File: src/design/rmsf_pkg.sv
`default_nettype none
package rmsf_pkg;

  localparam int AREA_W         = 23;
  localparam int PIX_W          = 11;
  localparam int HU_W           = 32;
  localparam int HU_FRAC        = 16;
  localparam int ORI_W          = 15;
  localparam int NORM_W         = 30;
  localparam int CORD_W         = 34;
  localparam int ANG_W          = 28;
  localparam int STEP_W         = 5;
  localparam int CORDIC_STEPS   = 24;
  localparam int COORD_BITS_DEF = 11;
  localparam int IN_DATA_W      = 24;
  localparam int OUT_DATA_W     = 128;

  localparam logic [AREA_W-1:0] AREA_MAX     = AREA_W'(4194304);
  localparam logic [AREA_W-1:0] MIN_SIZE_RST = AREA_W'(20000);

  localparam logic signed [ANG_W-1:0] ANG_HALF_PI = ANG_W'(26353589);
  localparam logic signed [ANG_W-1:0] ROUND_HALF  = ANG_W'(2048);
  localparam logic signed [ANG_W-1:0] ORI_MAX     = ANG_W'(12868);

  // Operation sequence for the shared multiplier and divider.
  typedef enum logic [3:0] {
    OP_NN, OP_N3, OP_NXX, OP_SXX, OP_NYY, OP_SYY, OP_NXY, OP_SXY,
    OP_XX, OP_YY, OP_D6, OP_CX, OP_CY, OP_HU1, OP_HU2
  } op_t;

  typedef struct packed {
    logic                accept;
    logic                start;
    logic                capture;
    logic                norm_shift;
    logic                rot_load;
    logic                cordic_en;
    logic                publish;
    op_t                 op;
    logic [STEP_W-1:0]   step;
  } cmd_t;

  typedef struct packed {
    logic unit_done;
    logic norm_done;
    logic out_free;
  } sts_t;

  // Arctangent of 2^-i in units of 2^-24 rad.
  function automatic logic signed [ANG_W-1:0] step_angle(input logic [STEP_W-1:0] idx);
    logic signed [ANG_W-1:0] a;
    case (idx)
      5'd0:  a = ANG_W'(13176795);
      5'd1:  a = ANG_W'(7778716);
      5'd2:  a = ANG_W'(4110060);
      5'd3:  a = ANG_W'(2086331);
      5'd4:  a = ANG_W'(1047214);
      5'd5:  a = ANG_W'(524117);
      5'd6:  a = ANG_W'(262123);
      5'd7:  a = ANG_W'(131069);
      5'd8:  a = ANG_W'(65536);
      5'd9:  a = ANG_W'(32768);
      5'd10: a = ANG_W'(16384);
      5'd11: a = ANG_W'(8192);
      5'd12: a = ANG_W'(4096);
      5'd13: a = ANG_W'(2048);
      5'd14: a = ANG_W'(1024);
      5'd15: a = ANG_W'(512);
      5'd16: a = ANG_W'(256);
      5'd17: a = ANG_W'(128);
      5'd18: a = ANG_W'(64);
      5'd19: a = ANG_W'(32);
      5'd20: a = ANG_W'(16);
      5'd21: a = ANG_W'(8);
      5'd22: a = ANG_W'(4);
      5'd23: a = ANG_W'(2);
      default: a = '0;
    endcase
    return a;
  endfunction

endpackage
`default_nettype wire

File: src/design/rmsf_ctrl.sv
`default_nettype none
module rmsf_ctrl (
  input  wire logic             clk,
  input  wire logic             rst_n,
  input  wire logic             in_tvalid,
  input  wire logic             in_tlast,
  input  wire rmsf_pkg::sts_t   sts,
  output rmsf_pkg::cmd_t        cmd
);
  import rmsf_pkg::*;

  typedef enum logic [2:0] {
    S_IDLE, S_LAUNCH, S_WAIT, S_CAPT, S_NORM, S_ROT, S_CORD, S_HOLD
  } state_t;

  state_t            state_r;
  op_t               op_r;
  logic [STEP_W-1:0] step_r;

  always_ff @(posedge clk) begin
    if (!rst_n) begin
      state_r <= S_IDLE;
      op_r    <= OP_NN;
      step_r  <= '0;
    end else begin
      case (state_r)
        S_IDLE: begin
          if (in_tvalid && in_tlast) begin
            op_r    <= OP_NN;
            state_r <= S_LAUNCH;
          end
        end
        S_LAUNCH: begin
          state_r <= S_WAIT;
        end
        S_WAIT: begin
          if (sts.unit_done) begin
            if (op_r == OP_HU2) begin
              state_r <= S_CAPT;
            end else begin
              op_r    <= op_t'(4'(op_r) + 4'd1);
              state_r <= S_LAUNCH;
            end
          end
        end
        S_CAPT: begin
          state_r <= S_NORM;
        end
        S_NORM: begin
          if (sts.norm_done) begin
            state_r <= S_ROT;
          end
        end
        S_ROT: begin
          step_r  <= '0;
          state_r <= S_CORD;
        end
        S_CORD: begin
          step_r <= step_r + 1'b1;
          if (step_r == STEP_W'(CORDIC_STEPS - 1)) begin
            state_r <= S_HOLD;
          end
        end
        S_HOLD: begin
          if (sts.out_free) begin
            state_r <= S_IDLE;
          end
        end
        default: begin
          state_r <= S_IDLE;
        end
      endcase
    end
  end

  always_comb begin
    cmd            = '0;
    cmd.op         = op_r;
    cmd.step       = step_r;
    cmd.accept     = (state_r == S_IDLE);
    cmd.start      = (state_r == S_LAUNCH);
    cmd.capture    = (state_r == S_CAPT);
    cmd.norm_shift = (state_r == S_NORM) && !sts.norm_done;
    cmd.rot_load   = (state_r == S_ROT);
    cmd.cordic_en  = (state_r == S_CORD);
    cmd.publish    = (state_r == S_HOLD) && sts.out_free;
  end

endmodule
`default_nettype wire

File: config.mk
export PLATFORM = sky130hd
export DESIGN_NAME = rmsf_ctrl
export DESIGN_NICKNAME = d
export VERILOG_FILES = /design/src/design/rmsf_pkg.sv /design/src/design/rmsf_ctrl.sv
export SDC_FILE = /design/constraint.sdc
export NUM_CORES = 1
export LEC_CHECK = 0
export BUFFER_PORTS_ARGS = -buffer_cell sky130_fd_sc_hd__buf_2
export CORE_MARGIN = 8
export CORE_UTILIZATION = 40
export DETAILED_ROUTE_END_ITERATION = 10
export HOLD_SLACK_MARGIN = 0.08
export PLACE_DENSITY_LB_ADDON = 0.2
export SYNTH_ARGS = -nofsm -noshare
export SYNTH_HDL_FRONTEND = slang
export SYNTH_SLANG_ARGS = --single-unit
export TNS_END_PERCENT = 1
File: constraint.sdc
create_clock -name clk -period 1.9 [get_ports clk]
set_input_delay 0.38 -clock clk [delete_from_list [all_inputs] [get_ports clk]]
set_output_delay 0.38 -clock clk [all_outputs]
set_load 0.05 [all_outputs]
==> metrics.cfg <==
[drt]
vias=712
drt-wirelength-per-cell_um=12.9
detail_route.first_pass.iterations=4
drt-total-wl_um=1640
vias_per_cell=5.61
drtAntennaViolNets=0
drt_iter0_drc=13
drc=0

[synthesis]
ys_warn_count=0
yosysTopAreaCell=dfxtp_1
synth_area_leaders=dfxtp_1, ha_1, a21oi_1
syn_inst=85
synth_cell_types=32
synth_area_um2=683
seq_area_frac_synth_pct=35.2
synth_top_area_share_pct=35.2
avgSynthCellArea_um2=8.04
synth_nets=95
synth_seq_cells=12

[sta]
final_max_slew_viol_count=0
fin_crit_sh_pct=94.8
final.setup.tns_ns=0
fmax_mhz=555
fin_hold_ws_ns=0.461
worst_slew_pin_slew_ns=0.354
hold_violations=0
relSlewSlack_pct=76.4
skew_ns=0.00303
setup_viol=0
finalCriticalPeriod_ns=1.80

[outcome]
status=complete, no violations

[global_route]
overflow=0
grt_use_total_pct=10.1
antenna_found_initial=0
grt_max_degree=15
grt_pass1_wl_um=2660
first_global_vias=645

[worst_hold_path]
hold_depth=2
hold_path.class=input port to register

[finish]
drive_gt1_share_pct=30.0
most-common-layout-cells=buf_2, dfxtp_1, nor2_1, o21ai_0, a21oi_1
nNetsFinal=121
final_common_cell=buf_2
area_growth_pct=26.0
fin_util_pct=51.5
n_antenna_cell=0
final_area_um2=861

[floorplan]
core_area_mm2=0.00167
die_y_um=57.3
start_util_pct=40.9
fp.dieW_um=57.3
ios=23
die_area_mm2=0.00329
row_count=15

[power]
p_leak_nw=0.407
pwr_density_cell_mw_per_mm2=1120
vdd_drop_max_mv=0.783

[clocking]
clockBufferDepth=2
clk_pin_slew_ns=0.08
hold_buffers=0
cts_max_level=1
cts_tree=built
cts-buffers-inserted=3
cts_resized=0
cts-root-buf=clkbuf_4
cts.sinks=12
clk_latency_ns=0.27
post_cts_buffers=0

[setup_path]
path_class=register to output pin
reg2reg_depth=6
crit_fanout=11
crit_path_end_kind=output pin
required_ns=1.52
cp.arrival_ns=1.42
start_kind=register

[job]
drv_cap=0

[placement]
portBuffers=22
dpl_cell_area_um2=823
place_congestion=0.864
dp_hpwl_um=1260

## routing by layer
metal | GRT usage [%] | wire [µm] | vias up
li1 | - | - | 359
met1 | 11.2 | 749 | 335
met2 | 16.4 | 785 | 16
met3 | 2.91 | 84 | 2
met4 | 6.43 | 19 | 0
met5 | 0 | 0 | -
## cell usage after synthesis, drive strengths merged
cell type and number:
nor3b 3, nor2 9, nand4b 1, a221oi 1, nor4b 1, dfxtp 12
nand3b 3, nor3 2, or3 1, and3 2, nor2b 3, or2 1
o21a 1, a22oi 1, inv 2, clkbuf 2, and3b 1, nand3 5
o211ai 1, o21bai 1, nand2 6, ha 3, mux2i 1, buf 2
a31oi 2, a21oi 7, nand2b 1, o21ai 7, a21boi 1, a41o 1
a32o 1
## sequential cells by signal (all words and copies together) (netlist names)
name	count
step_r	5
op_r	4
state_r	3
## through the flow
step	power, mW	setup slack [ns]	std cells
after global routing	1.02	-0.0149	127
final	0.961	0.0988	127
after detailed placement	0.762	0.284	123
after global placement	0.758	0.341	123
after floorplan	0.666	-0.249	85
after CTS	0.968	0.0393	127
## critical path, stage by stage, from the launching register on
cell      delay, ns
dfxtp_1        0.51
nand3b_1       0.14
inv_1          0.19
buf_2          0.31
## path summary, 6_finish.rpt
kind	start	slack (ns)	to
max	state_r[2]$_SDFFE_PN0P_	0.1	cmd[10]
min	rst_n	0.46	op_r[1]$_SDFFE_PN0P_
max reg2reg	op_r[0]$_SDFFE_PN0P_	0.28	op_r[2]$_SDFFE_PN0P_
min reg2reg	step_r[4]$_SDFFE_PN0P_	0.48	step_r[4]$_SDFFE_PN0P_
## power by group
| group | switching (mW) | internal (mW) |
|---|---|---|
| clock network | 0.0898 | 0.116 |
| logic | 0.265 | 0.143 |
| registers | 0.0670 | 0.280 |
## layout make-up
| class | instances | area (µm²) |
|---|---|---|
| Clock buffer | 4 | 36.3 |
| Multi-Input combinational cell | 67 | 422 |
| Inverter | 2 | 7.51 |
| Fill cell | 169 | 810 |
| Timing Repair Buffer | 25 | 133 |
| Sequential cell | 12 | 241 |
| Tap cell | 17 | 21.3 |
## cell families (layout without fill, tap and decap cells)
group	count (synthesis)	after routing	share of synthesized area [%]
flip-flops	12	12	35.2
AND/OR/NAND/NOR	39	39	31.1
AO/OA/AOI/OAI	24	24	22.7
adder cells (fa/ha/maj)	3	3	5.50
buffers and inverters	6	31	4.03
multiplexers	1	1	1.47
Power figures use the tool's default switching activity.
